File: src/design/rrts_pkg.sv
package rrts_pkg;

  localparam int QUEUE_DEPTH = 16;
  localparam int PTR_W       = (QUEUE_DEPTH > 1) ? $clog2(QUEUE_DEPTH) : 1;
  localparam int OCC_W       = $clog2(QUEUE_DEPTH + 1);

  localparam int ID_W    = 8;
  localparam int REM_W   = 24;
  localparam int TIME_W  = 32;
  localparam int Q_W     = 16;
  localparam int MET_W   = 16;
  localparam int SW_W    = 32;
  localparam int ENTRY_W = ID_W + REM_W + TIME_W;

  localparam logic [Q_W-1:0] QUANTUM_RESET = 16'd50;

  localparam int  PADDR_W = 3;
  localparam logic [PADDR_W-1:0] ADDR_QUANTUM = 3'd0;

  localparam logic OP_ARRIVE   = 1'b0;
  localparam logic OP_DISPATCH = 1'b1;

  typedef enum logic [1:0] {
    ST_IDLE,
    ST_READ,
    ST_EXEC
  } state_t;

  typedef struct packed {
    logic arrive;    // push arriving job, advance clock
    logic dispatch;  // requeue held job, count switch
    logic exec;      // pop head, run slice, emit result
  } ctrl_cmd_t;

  function automatic logic [PTR_W-1:0] next_slot(input logic [PTR_W-1:0] p);
    logic [PTR_W-1:0] r;
    if (p == PTR_W'(QUEUE_DEPTH - 1)) begin
      r = '0;
    end else begin
      r = p + PTR_W'(1);
    end
    return r;
  endfunction

endpackage

File: src/design/rrts_ctrl.sv
module rrts_ctrl (
  input  logic               clk,
  input  logic               rst_n,
  input  logic               start,
  input  logic               in_opcode,
  output logic               busy,
  output rrts_pkg::ctrl_cmd_t cmd
);

  rrts_pkg::state_t state_r, state_nxt;

  always_ff @(posedge clk) begin
    if (!rst_n) begin
      state_r <= rrts_pkg::ST_IDLE;
    end else begin
      state_r <= state_nxt;
    end
  end

  always_comb begin
    state_nxt = state_r;
    case (state_r)
      rrts_pkg::ST_IDLE: begin
        if (start && (in_opcode == rrts_pkg::OP_DISPATCH)) begin
          state_nxt = rrts_pkg::ST_READ;
        end
      end
      rrts_pkg::ST_READ: begin
        state_nxt = rrts_pkg::ST_EXEC;
      end
      rrts_pkg::ST_EXEC: begin
        state_nxt = rrts_pkg::ST_IDLE;
      end
      default: begin
        state_nxt = rrts_pkg::ST_IDLE;
      end
    endcase
  end

  always_comb begin
    busy         = 1'b1;
    cmd.arrive   = 1'b0;
    cmd.dispatch = 1'b0;
    cmd.exec     = 1'b0;
    case (state_r)
      rrts_pkg::ST_IDLE: begin
        busy         = 1'b0;
        cmd.arrive   = start && (in_opcode == rrts_pkg::OP_ARRIVE);
        cmd.dispatch = start && (in_opcode == rrts_pkg::OP_DISPATCH);
      end
      rrts_pkg::ST_READ: begin
        busy = 1'b1;
      end
      rrts_pkg::ST_EXEC: begin
        cmd.exec = 1'b1;
      end
      default: begin
        busy = 1'b1;
      end
    endcase
  end

endmodule

File: src/design/rrts_dp.sv
module rrts_dp (
  input  logic                          clk,
  input  logic                          rst_n,
  input  rrts_pkg::ctrl_cmd_t           cmd,
  input  logic [rrts_pkg::Q_W-1:0]      quantum,
  input  logic [rrts_pkg::ID_W-1:0]     in_job_id,
  input  logic [rrts_pkg::TIME_W-1:0]   in_arrival_time,
  input  logic [rrts_pkg::REM_W-1:0]    in_burst_time,
  input  logic [rrts_pkg::TIME_W-1:0]   in_deadline,
  output logic                          out_valid,
  output logic                          out_idle,
  output logic [rrts_pkg::ID_W-1:0]     out_ran_id,
  output logic [rrts_pkg::Q_W-1:0]      out_slice_time,
  output logic                          out_completed,
  output logic                          out_on_time,
  output logic [rrts_pkg::TIME_W-1:0]   out_now_time,
  output logic [rrts_pkg::MET_W-1:0]    out_on_time_count,
  output logic [rrts_pkg::SW_W-1:0]     out_switch_count,
  output logic                          out_overflow
);

  // job queue storage: {id, remaining, deadline}
  logic [rrts_pkg::ENTRY_W-1:0] mem [rrts_pkg::QUEUE_DEPTH];
  logic [rrts_pkg::ENTRY_W-1:0] rd_data_r;

  logic [rrts_pkg::PTR_W-1:0]  head_r, head_nxt;
  logic [rrts_pkg::PTR_W-1:0]  tail_r, tail_nxt;
  logic [rrts_pkg::OCC_W-1:0]  occ_r, occ_nxt;
  logic [rrts_pkg::TIME_W-1:0] clock_r, clock_nxt;
  logic                        held_valid_r, held_valid_nxt;
  logic [rrts_pkg::ENTRY_W-1:0] held_r, held_nxt;
  logic                        any_ran_r, any_ran_nxt;
  logic [rrts_pkg::MET_W-1:0]  met_r, met_nxt;
  logic [rrts_pkg::SW_W-1:0]   sw_r, sw_nxt;
  logic                        ovf_r, ovf_nxt;

  logic                        out_valid_r, out_idle_r, out_completed_r, out_on_time_r;
  logic [rrts_pkg::ID_W-1:0]   out_ran_id_r;
  logic [rrts_pkg::Q_W-1:0]    out_slice_r;
  logic [rrts_pkg::TIME_W-1:0] out_now_r;
  logic [rrts_pkg::MET_W-1:0]  out_met_r;
  logic [rrts_pkg::SW_W-1:0]   out_sw_r;
  logic                        out_ovf_r;

  logic                         full;
  logic                         wr_en;
  logic [rrts_pkg::ENTRY_W-1:0] wr_data;

  logic [rrts_pkg::ID_W-1:0]   hd_id;
  logic [rrts_pkg::REM_W-1:0]  hd_rem, rem_left;
  logic [rrts_pkg::TIME_W-1:0] hd_dl, clock_run;
  logic [rrts_pkg::Q_W-1:0]    q_eff, run;
  logic                        queue_empty, done, met;

  assign full        = (occ_r == rrts_pkg::OCC_W'(rrts_pkg::QUEUE_DEPTH));
  assign queue_empty = (occ_r == '0);

  assign wr_en   = (cmd.arrive || (cmd.dispatch && held_valid_r)) && !full;
  assign wr_data = cmd.arrive ? {in_job_id, in_burst_time, in_deadline} : held_r;

  always_ff @(posedge clk) begin
    if (wr_en) begin
      mem[tail_r] <= wr_data;
    end
    rd_data_r <= mem[head_r];
  end

  // slice arithmetic on the head entry
  assign hd_id  = rd_data_r[rrts_pkg::ENTRY_W-1 -: rrts_pkg::ID_W];
  assign hd_rem = rd_data_r[rrts_pkg::TIME_W +: rrts_pkg::REM_W];
  assign hd_dl  = rd_data_r[rrts_pkg::TIME_W-1:0];

  assign q_eff     = (quantum == '0) ? rrts_pkg::Q_W'(1) : quantum;
  assign run       = (hd_rem < {8'd0, q_eff}) ? hd_rem[rrts_pkg::Q_W-1:0] : q_eff;
  assign rem_left  = hd_rem - {8'd0, run};
  assign clock_run = clock_r + {16'd0, run};
  assign done      = (rem_left == '0);
  assign met       = done && (clock_run <= hd_dl);

  always_comb begin
    head_nxt       = head_r;
    tail_nxt       = tail_r;
    occ_nxt        = occ_r;
    clock_nxt      = clock_r;
    held_valid_nxt = held_valid_r;
    held_nxt       = held_r;
    any_ran_nxt    = any_ran_r;
    met_nxt        = met_r;
    sw_nxt         = sw_r;
    ovf_nxt        = ovf_r;

    if (cmd.arrive) begin
      if (in_arrival_time > clock_r) begin
        clock_nxt = in_arrival_time;
      end
    end

    if (cmd.dispatch) begin
      held_valid_nxt = 1'b0;
      held_nxt       = '0;
      if (any_ran_r) begin
        sw_nxt = sw_r + rrts_pkg::SW_W'(1);
      end
    end

    if (cmd.arrive || (cmd.dispatch && held_valid_r)) begin
      if (full) begin
        ovf_nxt = 1'b1;
      end else begin
        tail_nxt = rrts_pkg::next_slot(tail_r);
        occ_nxt  = occ_r + rrts_pkg::OCC_W'(1);
      end
    end

    if (cmd.exec && !queue_empty) begin
      head_nxt    = rrts_pkg::next_slot(head_r);
      occ_nxt     = occ_r - rrts_pkg::OCC_W'(1);
      clock_nxt   = clock_run;
      any_ran_nxt = 1'b1;
      if (done) begin
        if (met && (met_r != '1)) begin
          met_nxt = met_r + rrts_pkg::MET_W'(1);
        end
      end else begin
        held_valid_nxt = 1'b1;
        held_nxt       = {hd_id, rem_left, hd_dl};
      end
    end
  end

  always_ff @(posedge clk) begin
    if (!rst_n) begin
      head_r       <= '0;
      tail_r       <= '0;
      occ_r        <= '0;
      clock_r      <= '0;
      held_valid_r <= 1'b0;
      held_r       <= '0;
      any_ran_r    <= 1'b0;
      met_r        <= '0;
      sw_r         <= '0;
      ovf_r        <= 1'b0;
      out_valid_r  <= 1'b0;
    end else begin
      head_r       <= head_nxt;
      tail_r       <= tail_nxt;
      occ_r        <= occ_nxt;
      clock_r      <= clock_nxt;
      held_valid_r <= held_valid_nxt;
      held_r       <= held_nxt;
      any_ran_r    <= any_ran_nxt;
      met_r        <= met_nxt;
      sw_r         <= sw_nxt;
      ovf_r        <= ovf_nxt;
      out_valid_r  <= cmd.exec;
    end
  end

  // result word, registered from the slice in the exec state
  always_ff @(posedge clk) begin
    if (cmd.exec) begin
      out_idle_r      <= queue_empty;
      out_ran_id_r    <= queue_empty ? '0 : hd_id;
      out_slice_r     <= queue_empty ? '0 : run;
      out_completed_r <= !queue_empty && done;
      out_on_time_r   <= !queue_empty && met;
      out_now_r       <= clock_nxt;
      out_met_r       <= met_nxt;
      out_sw_r        <= sw_r;
      out_ovf_r       <= ovf_r;
    end
  end

  assign out_valid         = out_valid_r;
  assign out_idle          = out_idle_r;
  assign out_ran_id        = out_ran_id_r;
  assign out_slice_time    = out_slice_r;
  assign out_completed     = out_completed_r;
  assign out_on_time       = out_on_time_r;
  assign out_now_time      = out_now_r;
  assign out_on_time_count = out_met_r;
  assign out_switch_count  = out_sw_r;
  assign out_overflow      = out_ovf_r;

endmodule

File: src/design/round_robin_time_slice_scheduler_unit.sv
// Round-robin time-slice scheduler, fixed quantum, times in whole ms.
// Arrival word: taken in the idle state, busy stays low, no result; one per cycle while idle.
// Dispatch word: requeue write in idle, registered read of the queue head in
//   read, then the slice itself in exec; busy is high through read and exec, so
//   no new word is taken until the dispatch is through. The result is registered.
// Reset (rst_n low, synchronous): queue empty, clock and counters zero,
//   quantum 50 ms. Results are strobed for one cycle; the receiver cannot stall.
module round_robin_time_slice_scheduler_unit (
  input  logic                          clk,
  input  logic                          rst_n,
  // command channel
  input  logic                          start,
  output logic                          busy,
  input  logic                          in_opcode,
  input  logic [rrts_pkg::ID_W-1:0]     in_job_id,
  input  logic [rrts_pkg::TIME_W-1:0]   in_arrival_time,
  input  logic [rrts_pkg::REM_W-1:0]    in_burst_time,
  input  logic [rrts_pkg::TIME_W-1:0]   in_deadline,
  // result channel
  output logic                          out_valid,
  output logic                          out_idle,
  output logic [rrts_pkg::ID_W-1:0]     out_ran_id,
  output logic [rrts_pkg::Q_W-1:0]      out_slice_time,
  output logic                          out_completed,
  output logic                          out_on_time,
  output logic [rrts_pkg::TIME_W-1:0]   out_now_time,
  output logic [rrts_pkg::MET_W-1:0]    out_on_time_count,
  output logic [rrts_pkg::SW_W-1:0]     out_switch_count,
  output logic                          out_overflow,
  // APB register port
  input  logic                          psel,
  input  logic                          penable,
  input  logic                          pwrite,
  input  logic [rrts_pkg::PADDR_W-1:0]  paddr,
  input  logic [31:0]                   pwdata,
  output logic [31:0]                   prdata,
  output logic                          pready
);

  rrts_pkg::ctrl_cmd_t       cmd;
  logic [rrts_pkg::Q_W-1:0]  quantum_r, quantum_nxt;
  logic                      cfg_wr;

  // Register map: 0x0 quantum (ms, low 16 bits). Zero quantum runs as 1 ms.
  assign pready = 1'b1;
  assign cfg_wr = psel && penable && pwrite && (paddr == rrts_pkg::ADDR_QUANTUM);

  always_comb begin
    quantum_nxt = quantum_r;
    if (cfg_wr) begin
      quantum_nxt = pwdata[rrts_pkg::Q_W-1:0];
    end
  end

  always_ff @(posedge clk) begin
    if (!rst_n) begin
      quantum_r <= rrts_pkg::QUANTUM_RESET;
    end else begin
      quantum_r <= quantum_nxt;
    end
  end

  always_comb begin
    prdata = '0;
    if (paddr == rrts_pkg::ADDR_QUANTUM) begin
      prdata = {16'd0, quantum_r};
    end
  end

  // sequencer: idle -> read -> exec for a dispatch; arrivals complete in idle
  rrts_ctrl u_ctrl (
    .clk       (clk),
    .rst_n     (rst_n),
    .start     (start),
    .in_opcode (in_opcode),
    .busy      (busy),
    .cmd       (cmd)
  );

  // queue memory, clock, held job and counters
  rrts_dp u_dp (
    .clk               (clk),
    .rst_n             (rst_n),
    .cmd               (cmd),
    .quantum           (quantum_r),
    .in_job_id         (in_job_id),
    .in_arrival_time   (in_arrival_time),
    .in_burst_time     (in_burst_time),
    .in_deadline       (in_deadline),
    .out_valid         (out_valid),
    .out_idle          (out_idle),
    .out_ran_id        (out_ran_id),
    .out_slice_time    (out_slice_time),
    .out_completed     (out_completed),
    .out_on_time       (out_on_time),
    .out_now_time      (out_now_time),
    .out_on_time_count (out_on_time_count),
    .out_switch_count  (out_switch_count),
    .out_overflow      (out_overflow)
  );

endmodule
File: config.mk
export PLATFORM = sky130hd
export DESIGN_NAME = round_robin_time_slice_scheduler_unit
export DESIGN_NICKNAME = d
export VERILOG_FILES = /design/src/design/rrts_pkg.sv /design/src/design/rrts_ctrl.sv /design/src/design/rrts_dp.sv /design/src/design/round_robin_time_slice_scheduler_unit.sv
export SDC_FILE = /design/constraint.sdc
export NUM_CORES = 2
export LEC_CHECK = 0
export BUFFER_PORTS_ARGS = -buffer_cell sky130_fd_sc_hd__clkbuf_2
export CAP_MARGIN = 20
export CORE_ASPECT_RATIO = 2
export CORE_MARGIN = 2
export CORE_UTILIZATION = 52
export DETAILED_ROUTE_END_ITERATION = 10
export HOLD_SLACK_MARGIN = 0.12
export PLACE_DENSITY = 0.69
export SYNTH_ARGS = -nofsm -noshare
export SYNTH_HDL_FRONTEND = slang
export SYNTH_SLANG_ARGS = --single-unit
File: constraint.sdc
create_clock -name clk -period 9.44 [get_ports clk]
set_clock_uncertainty 0.15 [all_clocks]
set_input_delay 0 -clock clk [delete_from_list [all_inputs] [get_ports clk]]
set_output_delay 0 -clock clk [all_outputs]
set_load 0.005 [all_outputs]
* Word level (Yosys, flattened, before mapping)
Memory sizes are Yosys's and may differ from the RTL's. A register that Yosys moved wholly into a read port is not among the register bits.
Cells that the tools add are included.
Widths: inputs -> output; s select.
** Operators by class
- Eq/ne operators :: 8
- Shift operators :: 0
- $mul :: 0
- Reductions and logical operators :: 25
- Div/mod/pow operators :: 0
- $lt $le $gt $ge :: 3
- Bitwise gates (word level) :: 2
- Add/subtract/negate cells :: 8
- Muxes and demuxes :: 28
** Operators by type and width (number)
- $mux 64 :: 4
- $mux 16 :: 6
- $mux 32 :: 3
- $add 32x1->32 const B :: 1
- $add 32x16->32 :: 1
- $gt 32x32->1 :: 1
- $le 32x32->1 :: 1
- $logic_not 24->1 :: 1
- $lt 24x16->1 :: 1
- $sub 24x16->24 :: 1
- $add 16x1->16 const B :: 1
- $logic_not 16->1 :: 1
- $ne 16x16->1 const B :: 1
- $mux 5 :: 3
- $logic_and 1x1->1 :: 12
- $add 4x1->4 const B :: 2
- $eq 4x4->1 const B :: 2
- $mux 4 :: 2
- $reduce_and 2->1 :: 4
- $mux 1 :: 7
- $add 5x1->5 const B :: 1
- $eq 5x5->1 const B :: 1
- $logic_not 5->1 :: 1
- $sub 5x1->5 const B :: 1
- other kinds (12) :: 15
** Storage, ports and cells
- Logic and storage cells :: 97
- Output and inout bits :: 143
- Register bits after elaboration :: 287
- Input bits :: 138
- Memories kept :: 1
- Latch bits :: 0
- Bits in read-only memories :: 0
- Bits in writable memories :: 1024
** Memory list
- u_dp.mem :: words 16, width 64, rd ports 1, clocked after memory_dff 1, write ports 1, line rrts_dp.sv:23 : logic [rrts_pkg::ENTRY_W-1:0] mem [rrts_pkg::QUEUE_DEPTH];

* Longest topological paths before layout
- Depth in word-level cells :: 11
- Mapped depth :: 30
- Depth with buffers taken out :: 28

* Cells and area by module
A second synthesis with hierarchy kept.
** Second synthesis, totals
- Cells, all modules :: 3242
- Area, all modules :: 56262.7 um^2
** Modules (own cells, without submodules)
- rrts_dp :: sequential area each 38496.9 um^2, times used 1, area each 55245.5 um^2, cells an instance 3124
- round_robin_time_slice_scheduler_unit :: sequential area each 320.3 um^2, times used 1, area each 925.9 um^2, cells an instance 109
- rrts_ctrl :: sequential area each 40.0 um^2, times used 1, area each 91.3 um^2, cells an instance 9

* Least setup slack after synthesis
Ideal clock, no wire load.
- Path kind :: flip-flop to flip-flop
- Start :: register u_ctrl.state_r[1]
- End :: register u_dp.out_met_r (netlist bit u_dp.out_on_time_count[15]) (data pin)
- Data required time :: 9.032 ns
- Library setup time :: 0.258 ns
- Arrival :: 8.220 ns
- Period minus slack after synthesis :: 8.627 ns
- Slack :: 0.813 ns
- Path buffers :: 0
- Cell stages (with the launch flop) :: 10
- Cell sequence :: dfxtp_1 > nor2b_1 > o21ai_1 > a31oi_1 > nand3_1 > o21ai_1 > nand4_1 > nor4_2 > nand4_1 > xnor2_1
** RTL lines
- from (decl) :: line rrts_ctrl.sv:10 : rrts_pkg::state_t state_r, state_nxt;
- from (signal assigned) :: line rrts_ctrl.sv:14 : state_r <= rrts_pkg::ST_IDLE;
- from (signal assigned) :: line rrts_ctrl.sv:16 : state_r <= state_nxt;
- to (signal assigned) :: line rrts_dp.sv:168 : out_met_r <= met_nxt;
- to (decl) :: line rrts_dp.sv:41 : logic [rrts_pkg::MET_W-1:0] out_met_r;

* Final worst setup path
- Start :: register u_dp.rd_data_r[52] (netlist name), read port of u_dp.mem
- End :: register u_dp.out_met_r (netlist bit u_dp.out_on_time_count[3]) (data pin)
** Between the ends
- Longest elaborated chain between the ends :: 9
- Elaborated cells on any way between the ends :: 11
- Classes of those cells :: add/sub: 2; order compare: 2; mux: 4; reduce/logical: 3
** Ends and longest elaborated chain
- from (decl) :: line rrts_dp.sv:24 : logic [rrts_pkg::ENTRY_W-1:0] rd_data_r;
- $lt 24x16->1 * :: line rrts_dp.sv:74 : assign run = (hd_rem < {8'd0, q_eff}) ? hd_rem[rrts_pkg::Q_W-1:0] : q_eff;
- $mux 16 * :: line rrts_dp.sv:74
- net u_dp.run (one bit) :: line rrts_dp.sv:52 : logic [rrts_pkg::Q_W-1:0] q_eff, run;
- $add 32x16->32 / $sub 24x16->24 (equally long branches) :: line rrts_dp.sv:76, rrts_dp.sv:75
- $le 32x32->1 / $logic_not 24->1 (equally long branches) :: line rrts_dp.sv:78, rrts_dp.sv:77
- $logic_and 1x1->1 :: line rrts_dp.sv:78 : assign met = done && (clock_run <= hd_dl);
- $logic_and 1x1->1 :: line rrts_dp.sv:121 : if (met && (met_r != '1)) begin
- $mux 16 :: line rrts_dp.sv:121
- $mux 16 * :: line rrts_dp.sv:120 : if (done) begin
- $mux 16 * :: line rrts_dp.sv:115 : if (cmd.exec && !queue_empty) begin
- net u_dp.met_nxt (one bit) :: line rrts_dp.sv:33 : logic [rrts_pkg::MET_W-1:0] met_r, met_nxt;
The timed path passes the listed nets; every way through them passes the cells marked *.
A chain may end at the register's enable or synchronous reset.

==> impl_results.md <==
* Status: completed
* Endpoint class of the critical path: register
* First-pass GRT wire length at 213000 um
* Clk sinks at approximately 1400
* Post-synth ARST share at 0%
* Clk_lat worst skew at 0.74 ns
* YS warnings at 0
* Core area at around 0.11 sq mm
* Layout fillers at between 7000 and 8000
* Routed WL at about 150000 um
* Worst r2r path cells at 25
* Max Cap Viol at 0
* Register area share after synthesis at between 60% and 70%
* TritonCTS Buffers at between 100 and 150
* Final setup vio count at 0
* Multi-input gate area at 0.01698 sq mm
* Drt drc at 0
* FMAX at between 0.1 and 0.15 GHz
* Clock share of power at between 30% and 40%
* Num rows at about 170
* Clock period minus worst slack at 8.309 ns
* Post-route cell area at about 0.066 sq mm
* DRT iter0 DRCs at approximately 2900
* Worst-Margin Slew at approximately 1.1 ns
* Sw Pwr at between 2 and 3 mW
* Post-Syn Area at ~0.057 sq mm
* Mapped Cells at 3383
* Internal power at between 9 and 10 mW
* Nets at between 4000 and 5000
* RePlAce Congestion at approximately 0.95
* Root Buffer: clkbuf_16
* Switching part of the total power at a little over a fifth
* Vias in the first global route at 33020
* Min-Delay Path Class: in2reg
* P&R area growth vs syn at 15.26%
* Drt first pass iters at 5
* Share of layout cells above drive strength 1 at a little under a quarter
* Power per cell area at about 180 mW/mm^2
* CP arrival at ~8.6 ns
* Hold EP: u_dp.mem[10][24]$_DFFE_PP_
* Post-DP Area at around 0.060 sq mm
* Period utilization at about nine tenths
* Top Ports at between 200 and 300
* Die Ht at 471.5 um
* Avg Inst Size Synth at 16.80 sq um
* Reg2Reg Setup Slack at 1.13 ns
* Overall routing resource usage at 26.13%
* Post-route ant nets at 0
* Yosys cell types at 82
* Setup TNS Final at 0 ns
* H-tree level count at 3
* Leakage power at between 20 and 25 nW
* Worst slew margin at around a quarter
* Max Slew Vio Count at 0
* Critical Path RT at between 9 and 10 ns
* Hold path start: in_deadline[24]
* Crit Path Class: reg2reg
* Clock Path Buffers at 3
* Die width at ~240 um
* Combinational share of power at 5.6%
* Sequential cell area at between 0.03 and 0.04 sq mm
* Final HPWL DP at between 80000 and 90000 um
* Number of enable flip-flop cells after synthesis at about 1100
* CTS tree: yes
* Worst r2r dst: u_dp.out_on_time_count[3]$_DFFE_PP_
* Sequential share of power at between 50 and 60%
* DIE AREA at ~0.11 sq mm
* CTS resizes at 0
* Global route overflow at 0
* Peak supply drop at ~0.15 mV
* CP Max Fanout at 8
* Ys flop type: edfxtp_1
* Startpoint Class: register
* PortBufs at 247
* Initial antenna violation count at 5
* Hold depth at 3
* Pin count of the biggest net entering global routing at about 150
* Hold Worst Slack at slightly above 0.2 ns
* Final Hold Fails at 0
* RSZ-0062 raised after global routing: no
* R2R Path Start: u_dp.rd_data_r[52]$_DFF_P_
* Synthesis-stage register bit count at approximately 1400
* Via/cell ratio at around 6.1
* Clock transition at the registers of the reported paths at approximately 0.07 ns
* Pwr Total at approximately 12 mW
* Initial Util at around 52%
* DR WL/cell at ~27 um
* Via count at about 32000
flip-flops by register name, indices dropped and copies added, names as in the netlist, 2 cells and up:
register	flops
quantum_r	16
u_ctrl.state_r	2
u_dp.clock_r	32
u_dp.head_r	4
u_dp.held_r	64
u_dp.mem	1024
u_dp.met_r	16
u_dp.occ_r	5
u_dp.out_now_time	32
u_dp.out_on_time_count	16
u_dp.out_ran_id	8
u_dp.out_slice_time	16
u_dp.out_switch_count	32
u_dp.rd_data_r	64
u_dp.sw_r	32
u_dp.tail_r	4
final cells by class:
class	count	share of cell area [%]
flip-flops and latches	1375	59.35
multi-input cells	1717	25.92
repair buffers	517	5.809
clock buffers	139	4.460
well taps	1384	2.644
clock inverters	67	1.112
inverters	124	0.7106
diodes	1	0.003820
through the flow:
stage          setup slack, ns  instances  util, %
2_1_floorplan           0.8127       3398        -
3_3_place_gp             1.207       4913    55.13
3_5_place_dp             1.181       4913    55.13
4_1_cts                  1.136       5323    60.38
5_1_grt                 0.6829       5324    60.38
6_report                 1.131       5324    60.38
kinds of logic after synthesis:
family | count (synthesis) | synth area share, %
DFF | 1375 | 68.38
and+or+nand+nor | 677 | 5.859
muxes | 475 | 15.56
AOI/OAI and AO/OA | 328 | 3.752
buffers and inverters | 306 | 2.193
adders and majority gates | 124 | 2.770
xor gates and xnor gates | 96 | 1.480
other | 2 | 0.01322
worst max path at each step:
stage                                         from                                    to  slack [ns]  cells past startpoint
detailed placement      u_dp.rd_data_r[52]$_DFF_P_   u_dp.out_on_time_count[3]$_DFFE_PP_        1.18                     26
global placement        u_dp.rd_data_r[52]$_DFF_P_   u_dp.out_on_time_count[3]$_DFFE_PP_        1.21                     25
global route            u_dp.rd_data_r[52]$_DFF_P_   u_dp.out_on_time_count[3]$_DFFE_PP_        0.68                     26
floorplan           u_ctrl.state_r[1]$_SDFFE_PN0P_  u_dp.out_on_time_count[15]$_DFFE_PP_        0.81                      9
CTS                     u_dp.rd_data_r[52]$_DFF_P_   u_dp.out_on_time_count[3]$_DFFE_PP_        1.14                     26
finish                  u_dp.rd_data_r[52]$_DFF_P_   u_dp.out_on_time_count[3]$_DFFE_PP_        1.13                     25
critical path, cell delays in order (launching register included):
cell and delay, ns:
dfxtp_1 0.43, or4_1 0.54, nor4_1 0.44, o2111ai_1 0.23, nor2_1 0.19, mux2i_1 0.55
inv_1 0.40, fa_1 0.50, a21o_1 0.19, a21oi_1 0.23, o21bai_1 0.14, a311oi_1 0.42
o211ai_1 0.16, o211a_1 0.29, nand2b_1 0.20, xnor2_1 0.14, ha_1 0.24, nand2_1 0.09
o21ai_0 0.14, a211oi_1 0.73, o21ai_0 0.15, o21ai_1 0.41, nand4_1 0.25, or4_1 0.48
o21ai_0 0.25, nand2_1 0.09
cell usage in the layout (no fill, tap or decap), types with 12 or more instances in the layout:
cell	instances
ha_1	121
o22ai_1	18
clkbuf_1	23
nor4_1	12
a31oi_1	12
nand4_1	42
o211ai_1	12
edfxtp_1	1132
nand2b_1	23
and2_1	28
nor3_1	39
buf_4	64
mux2i_1	90
xor2_1	37
mux2_2	65
nand3_1	120
clkbuf_16	110
nand2_1	166
clkinv_2	25
nor2_4	14
conb_1	17
nor2b_1	18
clkbuf_2	246
a211oi_1	26
o21a_1	12
and3_1	26
dlygate4sd3_1	204
a21o_1	21
a21oi_1	96
nor2_1	136
xnor2_1	59
dfxtp_1	239
o21ai_0	53
mux4_2	320
inv_1	122
layer usage:
layer	share of wire [%]	GRT usage (%)	wire, um	up-vias
li1	-	-	-	14170
met1	37	31.95	54040	16540
met2	51	45.22	74840	1235
met3	5.8	3.476	8406	276
met4	5.7	13.73	8289	0
met5	0	0	0	-
cell usage after synthesis (12+ instances only):
| cell | count | area, sq um |
|---|---|---|
| mux2i_1 | 90 | 900.9 |
| a31oi_1 | 12 | 75.07 |
| ha_1 | 121 | 1514 |
| and2_1 | 28 | 175.2 |
| buf_2 | 15 | 75.07 |
| mux2_2 | 65 | 732.0 |
| buf_1 | 31 | 116.4 |
| xnor2_1 | 59 | 516.8 |
| nor2_1 | 151 | 566.8 |
| o211ai_1 | 12 | 90.09 |
| dfxtp_1 | 243 | 4865 |
| nor3_1 | 44 | 220.2 |
| inv_1 | 122 | 457.9 |
| and3_1 | 26 | 162.7 |
| o22ai_1 | 18 | 112.6 |
| o21ai_0 | 53 | 265.3 |
| o21a_1 | 13 | 97.59 |
| xor2_1 | 37 | 324.1 |
| a21o_1 | 21 | 157.7 |
| nand4_1 | 42 | 262.8 |
| a211oi_1 | 26 | 195.2 |
| buf_4 | 21 | 157.7 |
| nor2b_1 | 19 | 118.9 |
| nand3_1 | 120 | 600.6 |
| nand2_1 | 166 | 623.1 |
| nor4_1 | 13 | 81.33 |
| edfxtp_1 | 1132 | 33990 |
| nand2b_1 | 23 | 143.9 |
| clkbuf_1 | 115 | 431.7 |
| mux4_2 | 320 | 7207 |
| a21oi_1 | 96 | 480.5 |
power by group through the flow:
stage | Sequential, mW | Clock (mW) | Combinational (mW)
2_1_floorplan | 6.78 | 0 | 0.385
3_3_place_gp | 6.79 | 0 | 0.594
3_5_place_dp | 6.79 | 0 | 0.601
4_1_cts | 6.66 | 4.75 | 0.664
5_1_grt | 6.66 | 4.95 | 0.725
6_report | 6.66 | 4.69 | 0.670
repair_timing:
item,4_1_cts,5_1_grt
hold buffers,204,0
endpoints found under the setup margin,0,0
hold endpoints to repair,1179,0
buffers inserted,0,0
(Power assumes the default switching activity.)
